<file path="config.mk">
export PLATFORM = sky130hd
export DESIGN_NAME = encoder_setpoint_and_toggle_button
export DESIGN_NICKNAME = d
export VERILOG_FILES = /design/src/rtl/core/estb_pkg.sv /design/src/rtl/core/encoder_setpoint_and_toggle_button.sv
export SDC_FILE = /design/constraint.sdc
export NUM_CORES = 1
export LEC_CHECK = 0
export BUFFER_PORTS_ARGS = -buffer_cell sky130_fd_sc_hd__buf_2
export CORE_MARGIN = 2
export CORE_UTILIZATION = 45
export DETAILED_ROUTE_END_ITERATION = 8
export PLACE_DENSITY = 0.66
export SYNTH_ARGS = -nofsm -noshare
export SYNTH_HDL_FRONTEND = slang
export SYNTH_SLANG_ARGS = --single-unit
</file>
<file path="constraint.sdc">
create_clock -name clock -period 6.1 [get_ports clock]
set_input_delay 0.305 -clock clock [delete_from_list [all_inputs] [get_ports clock]]
set_output_delay 0.305 -clock clock [all_outputs]
set_load 0.05 [all_outputs]
</file>
<file path="src/rtl/core/estb_pkg.sv">
`default_nettype none

package estb_pkg;

   localparam int CSR_ADDR_W = 5;
   localparam int CSR_DATA_W = 32;

   localparam logic [2:0] REG_SETPOINT_MIN   = 3'd0;
   localparam logic [2:0] REG_SETPOINT_MAX   = 3'd1;
   localparam logic [2:0] REG_SETPOINT_STEP  = 3'd2;
   localparam logic [2:0] REG_DEBOUNCE_TICKS = 3'd3;
   localparam logic [2:0] REG_DETENT_COUNTS  = 3'd4;

   localparam logic [8:0] SETPOINT_MIN_RST   = 9'd60;
   localparam logic [8:0] SETPOINT_MAX_RST   = 9'd260;
   localparam logic [5:0] SETPOINT_STEP_RST  = 6'd5;
   localparam logic [5:0] DEBOUNCE_TICKS_RST = 6'd40;
   localparam logic [2:0] DETENT_COUNTS_RST  = 3'd4;

   localparam logic [1:0] QUAD_RST     = 2'd3;
   localparam logic [8:0] SETPOINT_RST = 9'd100;
   localparam logic [5:0] TICKS_MAX    = 6'd63;

   typedef struct packed {
      logic [8:0] setpoint_value;
      logic       drive_enabled;
   } result_type;

   // transition table indexed by {previous, current}
   function automatic logic signed [1:0] quad_delta(input logic [3:0] idx);
      logic signed [1:0] d;
      case (idx)
         4'd1, 4'd7, 4'd8, 4'd14: d = -2'sd1;
         4'd2, 4'd4, 4'd11, 4'd13: d = 2'sd1;
         default: d = 2'sd0;
      endcase
      return d;
   endfunction

endpackage

`default_nettype wire

</file>
<file path="src/rtl/core/encoder_setpoint_and_toggle_button.sv">
// an accepted req word's rsp word is registered in out_ff, or in skid_ff while out_ff holds a waiting word
// throughput: one word per cycle while req_stall is low; all state updates happen in one pass
// a two-entry output buffer keeps req open while one rsp word waits
// reset: synchronous, active high; restores the default limits, step, debounce
// and detent settings, setpoint 100, drive off, switch released
`default_nettype none

module encoder_setpoint_and_toggle_button (
   input  wire logic                            clock,
   input  wire logic                            reset,
   input  wire logic                            req_valid,
   output logic                                 req_stall,
   input  wire logic                            req_quad_a,
   input  wire logic                            req_quad_b,
   input  wire logic                            req_switch_level,
   input  wire logic                            req_sensor_fault,
   output logic                                 rsp_valid,
   input  wire logic                            rsp_stall,
   output logic [8:0]                           rsp_setpoint_value,
   output logic                                 rsp_drive_enabled,
   input  wire logic                            csr_psel,
   input  wire logic                            csr_penable,
   input  wire logic                            csr_pwrite,
   input  wire logic [estb_pkg::CSR_ADDR_W-1:0] csr_paddr,
   input  wire logic [estb_pkg::CSR_DATA_W-1:0] csr_pwdata,
   output logic [estb_pkg::CSR_DATA_W-1:0]      csr_prdata,
   output logic                                 csr_pready
);

   logic [8:0] sp_min_ff;
   logic [8:0] sp_max_ff;
   logic [5:0] sp_step_ff;
   logic [5:0] deb_ticks_ff;
   logic [2:0] detent_ff;

   logic [1:0]        last_quad_ff, last_quad_in;
   logic signed [3:0] count_ff, count_in;
   logic [8:0]        setpoint_ff, setpoint_in;
   logic              raw_sw_ff, raw_sw_in;
   logic              stable_sw_ff, stable_sw_in;
   logic [5:0]        ticks_ff, ticks_in;
   logic              drive_ff, drive_in;

   estb_pkg::result_type out_ff, out_in;
   estb_pkg::result_type skid_ff, skid_in;
   estb_pkg::result_type result;
   logic out_valid_ff, out_valid_in;
   logic skid_valid_ff, skid_valid_in;

   logic              req_take;
   logic              rsp_take;
   logic              csr_write;
   logic [2:0]        csr_index;
   logic [1:0]        cur_quad;
   logic signed [4:0] count_sum;
   logic signed [4:0] thresh;
   logic              step_hit;
   logic signed [10:0] sp_new;
   logic signed [10:0] sp_lo;
   logic signed [10:0] sp_hi;
   logic              sw_accept;

   assign req_take  = req_valid && !req_stall;
   assign rsp_take  = out_valid_ff && !rsp_stall;
   assign req_stall = skid_valid_ff;

   assign csr_pready = 1'b1;
   assign csr_write  = csr_psel && csr_penable && csr_pwrite && csr_pready;
   assign csr_index  = csr_paddr[4:2];

   always_comb begin
      case (csr_index)
         estb_pkg::REG_SETPOINT_MIN:   csr_prdata = {23'd0, sp_min_ff};
         estb_pkg::REG_SETPOINT_MAX:   csr_prdata = {23'd0, sp_max_ff};
         estb_pkg::REG_SETPOINT_STEP:  csr_prdata = {26'd0, sp_step_ff};
         estb_pkg::REG_DEBOUNCE_TICKS: csr_prdata = {26'd0, deb_ticks_ff};
         estb_pkg::REG_DETENT_COUNTS:  csr_prdata = {29'd0, detent_ff};
         default:                      csr_prdata = '0;
      endcase
   end

   always_ff @(posedge clock) begin
      if (reset) begin
         sp_min_ff    <= estb_pkg::SETPOINT_MIN_RST;
         sp_max_ff    <= estb_pkg::SETPOINT_MAX_RST;
         sp_step_ff   <= estb_pkg::SETPOINT_STEP_RST;
         deb_ticks_ff <= estb_pkg::DEBOUNCE_TICKS_RST;
         detent_ff    <= estb_pkg::DETENT_COUNTS_RST;
      end else if (csr_write) begin
         case (csr_index)
            estb_pkg::REG_SETPOINT_MIN:   sp_min_ff    <= csr_pwdata[8:0];
            estb_pkg::REG_SETPOINT_MAX:   sp_max_ff    <= csr_pwdata[8:0];
            estb_pkg::REG_SETPOINT_STEP:  sp_step_ff   <= csr_pwdata[5:0];
            estb_pkg::REG_DEBOUNCE_TICKS: deb_ticks_ff <= csr_pwdata[5:0];
            estb_pkg::REG_DETENT_COUNTS:  detent_ff    <= csr_pwdata[2:0];
            default: ;
         endcase
      end
   end

   // quadrature decode and setpoint step
   always_comb begin
      cur_quad     = {req_quad_a, req_quad_b};
      count_sum    = 5'(count_ff) + 5'(estb_pkg::quad_delta({last_quad_ff, cur_quad}));
      thresh       = signed'({2'b00, detent_ff});
      step_hit     = (count_sum >= thresh) || (count_sum <= -thresh);
      sp_lo        = signed'({2'b00, sp_min_ff});
      sp_hi        = signed'({2'b00, sp_max_ff});
      if (count_sum > 5'sd0) begin
         sp_new = signed'({2'b00, setpoint_ff}) + signed'({5'd0, sp_step_ff});
      end else begin
         sp_new = signed'({2'b00, setpoint_ff}) - signed'({5'd0, sp_step_ff});
      end
      if (sp_new < sp_lo) begin
         sp_new = sp_lo;
      end else if (sp_new > sp_hi) begin
         sp_new = sp_hi;
      end
      last_quad_in = last_quad_ff;
      count_in     = count_ff;
      setpoint_in  = setpoint_ff;
      if (cur_quad != last_quad_ff) begin
         last_quad_in = cur_quad;
         if (step_hit) begin
            setpoint_in = sp_new[8:0];
            count_in    = 4'sd0;
         end else begin
            count_in = count_sum[3:0];
         end
      end
   end

   // switch debounce and drive toggle
   always_comb begin
      raw_sw_in = req_switch_level;
      if (req_switch_level != raw_sw_ff) begin
         ticks_in = '0;
      end else if (ticks_ff < estb_pkg::TICKS_MAX) begin
         ticks_in = ticks_ff + 6'd1;
      end else begin
         ticks_in = ticks_ff;
      end
      sw_accept    = (raw_sw_in != stable_sw_ff) && (ticks_in >= deb_ticks_ff);
      stable_sw_in = sw_accept ? raw_sw_in : stable_sw_ff;
      drive_in     = drive_ff ^ (sw_accept && !raw_sw_in);
      if (req_sensor_fault) begin
         drive_in = 1'b0;
      end
      result.setpoint_value = setpoint_in;
      result.drive_enabled  = drive_in;
   end

   always_ff @(posedge clock) begin
      if (reset) begin
         last_quad_ff <= estb_pkg::QUAD_RST;
         count_ff     <= '0;
         setpoint_ff  <= estb_pkg::SETPOINT_RST;
         raw_sw_ff    <= 1'b1;
         stable_sw_ff <= 1'b1;
         ticks_ff     <= '0;
         drive_ff     <= 1'b0;
      end else if (req_take) begin
         last_quad_ff <= last_quad_in;
         count_ff     <= count_in;
         setpoint_ff  <= setpoint_in;
         raw_sw_ff    <= raw_sw_in;
         stable_sw_ff <= stable_sw_in;
         ticks_ff     <= ticks_in;
         drive_ff     <= drive_in;
      end
   end

   // output register with one skid entry
   always_comb begin
      out_in        = out_ff;
      out_valid_in  = out_valid_ff;
      skid_in       = skid_ff;
      skid_valid_in = skid_valid_ff;
      if (rsp_take) begin
         if (skid_valid_ff) begin
            out_in        = skid_ff;
            out_valid_in  = 1'b1;
            skid_valid_in = 1'b0;
         end else begin
            out_in       = result;
            out_valid_in = req_take;
         end
      end else if (!out_valid_ff) begin
         out_in       = result;
         out_valid_in = req_take;
      end else if (req_take) begin
         skid_in       = result;
         skid_valid_in = 1'b1;
      end
   end

   always_ff @(posedge clock) begin
      if (reset) begin
         out_valid_ff  <= 1'b0;
         skid_valid_ff <= 1'b0;
      end else begin
         out_valid_ff  <= out_valid_in;
         skid_valid_ff <= skid_valid_in;
      end
      out_ff  <= out_in;
      skid_ff <= skid_in;
   end

   assign rsp_valid          = out_valid_ff;
   assign rsp_setpoint_value = out_ff.setpoint_value;
   assign rsp_drive_enabled  = out_ff.drive_enabled;

endmodule

`default_nettype wire
</file>
==> reports/results.ini <==
[outcome]
status=finished clean

[floorplan]
rows=41
die_area_mm2=0.0139
ios=93
initial_core_util_pct=46.3
chipWidth_um=118
fp.dieH_um=118
core_area_mm2=0.0126

[timing]
maxSlewHeadroom_pct=21.5
slew_viol_final=0
setup_viol=0
min_period_ps=5490
tns_ps=0
rsz0062_at_grt=no
hold-worst-slack_ps=203
period_share_pct=90.0
hold_violations=0
max_freq_mhz=182
worstMarginPinSlew_ps=1170
clock_skew_ps=8.21
setup_slack_ps=611

[synth]
syn_area_mm2=0.00584
syn_inst=677
synth_edf_count=20
synth_cell_types=79
ys_async_sr_fraction_pct=0
synth_top_area_share_pct=20.2
ys_warn_count=0
synthTopCellsByArea=dfxtp_1, ha_1, edfxtp_1, mux2i_1, nand2_1
synth_common_cells=nand2_1, nor2_1, dfxtp_1
yosysSeqAreaShare_pct=30.5
yosysTopAreaCell=dfxtp_1
ys_seq_elements=79
synth_ff_type=dfxtp_1
synth_area_per_cell_um2=8.63
synth_most_common_cell=nand2_1

[clock_network]
clock_path_buffers=2
cts_hold_buffers=0
cts.htree.levels=3
cts_inserted_buffers=9
cts_tree=yes
cts.sinks=79
post_cts_buffers=0
cts_root_buf=clkbuf_16
post_cts_resized=0
path_clk_slew_ps=60
clock_latency_ps=350

[global_route]
gr-total-overflow=0
grt_use_total_pct=22.5
grt_pass1_wl_um=24700
antenna_found_initial=0
grt_max_degree=41
grt_pass1_vias=4736

[drt]
wl_per_cell_um=17.7
drc_errors=0
vias=5047
vias_per_cell=5.75
wirelength_um=15600
drt_iter0_drc=314
ant_nets=0
drtPass1Iterations=5

[power_and_ir_drop]
power_leakage_nw=2.74
p_comb_share_pct=46.6
power_frac_seq_pct=27.5
swShare_pct=42.2
peakVddDrop_mv=0.160
powerDensity_mw_per_mm2=377
switchingPower_w=0.00102
clkPwrFrac_pct=25.9
internal_power_w=0.00140

[setup_path]
worstPathArrival_ps=5570
r2r-start=last_quad_ff[1]
cp_common_cell=o21ai_0
cp-start-kind=register
slowest_delay_ps=590
critPathKind=register to register
worstPathRequired_ps=6180
startpoint=last_quad_ff[1]
critPathCaptureType=register
r2r_cells=15
cp_cell_sequence=mux4_2, ha_1, or2_2, a2111oi_4, or3_4, a32oi_1, xnor2_1, ha_1, a211oi_1, o21ai_0, o21ai_0, o31a_2, mux2_2, a21oi_1, o21ai_0
path_max_fanout=13
cp_slowest_cell=mux4_2

[placed_design]
place_hpwl_um=11800
dp_slack_ps=303
dp_cells=862
gp_congestion=0.892
portBuffers=43

[final_layout]
drive_gt1_share_pct=13.0
areaGrowthSynthToFinish_pct=9.58
final_util_pct=50.7
nNetsFinal=805
num-fill-cells=1216
num_antenna_cells=0
stdcell_count=878

[worst_hold_path]
hold_path_class=input port to register
hp-start=csr_pwdata[8]
holdPathStages=3

[job]
maxCapViolations=0

final timing paths:
path / end / slack, ps
worst max-delay path: skid_ff[2] / 610
worst min-delay path: sp_max_ff[8] / 200
worst max register to register: skid_ff[2] / 610
worst min register to register: ticks_ff[5] / 490
per-layer routing:
layer | global-route usage [%] | part of all wire, % | vias up
li1 | - | - | 2445
met1 | 28.7 | 43 | 2422
met4 | 9.19 | 2.6 | 0
met2 | 37.1 | 48 | 157
met3 | 4.70 | 6.3 | 23
met5 | 0 | 0 | -
area by class of cell:
class,instances,area (um2),share of cell area [%]
Multi-Input combinational cell,511,3610,56.5
Timing Repair Buffer,47,245,3.83
Sequential cell,79,1780,27.8
Clock buffer,12,268,4.18
Inverter,53,199,3.11
Clock inverter,4,75.1,1.17
Tap cell,172,215,3.36
flip-flops by register name, summed over array words and instances (netlist names):
| signal | cells |
|---|---|
| stable_sw_ff | 1 |
| sp_step_ff | 6 |
| setpoint_ff | 9 |
| rsp_setpoint_value | 9 |
| rsp_valid | 1 |
| req_stall | 1 |
| count_ff | 4 |
| sp_max_ff | 9 |
| rsp_drive_enabled | 1 |
| deb_ticks_ff | 6 |
| drive_ff | 1 |
| ticks_ff | 6 |
| last_quad_ff | 2 |
| detent_ff | 3 |
| sp_min_ff | 9 |
| raw_sw_ff | 1 |
| skid_ff | 10 |
power by group through the flow:
stage	registers, W	clock network (W)	logic (W)
global route	0.000669	0.000652	0.00122
floorplan	0.000755	0	0.000805
CTS	0.000663	0.000630	0.00111
finish	0.000664	0.000625	0.00112
detailed placement	0.000675	0	0.00111
global placement	0.000673	0	0.00109
worst max-delay path: cells and delay by family (launching register included):
kind	cells	cell delay (ps)
xor+xnor	1	350
fa+ha+maj	2	720
compound gates	8	2090
simple gates	2	670
flops	1	430
mux	2	950
layout by cell type (no fill, tap or decap), types with 4 or more instances in the layout:
master     synthesis  routed
edfxtp_1          20      20
mux2i_1           29      29
a211o_1            6       6
o31ai_1           10      10
nand2b_1           7       7
nand4_1            5       5
clkbuf_16          0      10
o2bb2ai_1          4       4
dfxtp_1           59      59
xor2_1             4       4
o311a_1            4       4
o22ai_1            4       4
a22oi_1            6       6
ha_1              53      53
o211ai_1          13      13
and2_1             5       5
xnor2_1            8       8
buf_4             26       4
buf_2              2      43
nor3_1            17      17
conb_1             2      24
nand2_1           75      75
nor2_1            63      63
a21oi_1           33      33
nand3_1           11      11
mux4_2             4       4
nor2b_1           11      11
o21ai_0           19      19
nor4_1             7       6
inv_1             53      53
a21o_1             7       7
a211oi_1           6       6
a31oi_1           12      12
o21a_1             4       4
per-stage QoR:
| step | area [um2] | power (W) |
|---|---|---|
| floorplan | 5920 | 0.00156 |
| global placement | 6060 | 0.00176 |
| detailed placement | 6060 | 0.00178 |
| CTS | 6400 | 0.00241 |
| global route | 6400 | 0.00254 |
| finish | 6400 | 0.00241 |
logic make-up (layout without fill, tap and decap cells):
logic type      count (synthesis)  count (layout)  synth area share, %
other cells                     2              24                0.129
flops                          79              79                 30.5
mux                            35              35                 6.90
compound gates                160             160                 20.4
xor+xnor                       15              15                 2.64
fa+ha+maj                      56              56                 12.4
simple gates                  221             221                 17.9
buf+inv                       109             116                 9.11
(Power assumes the default switching activity.)
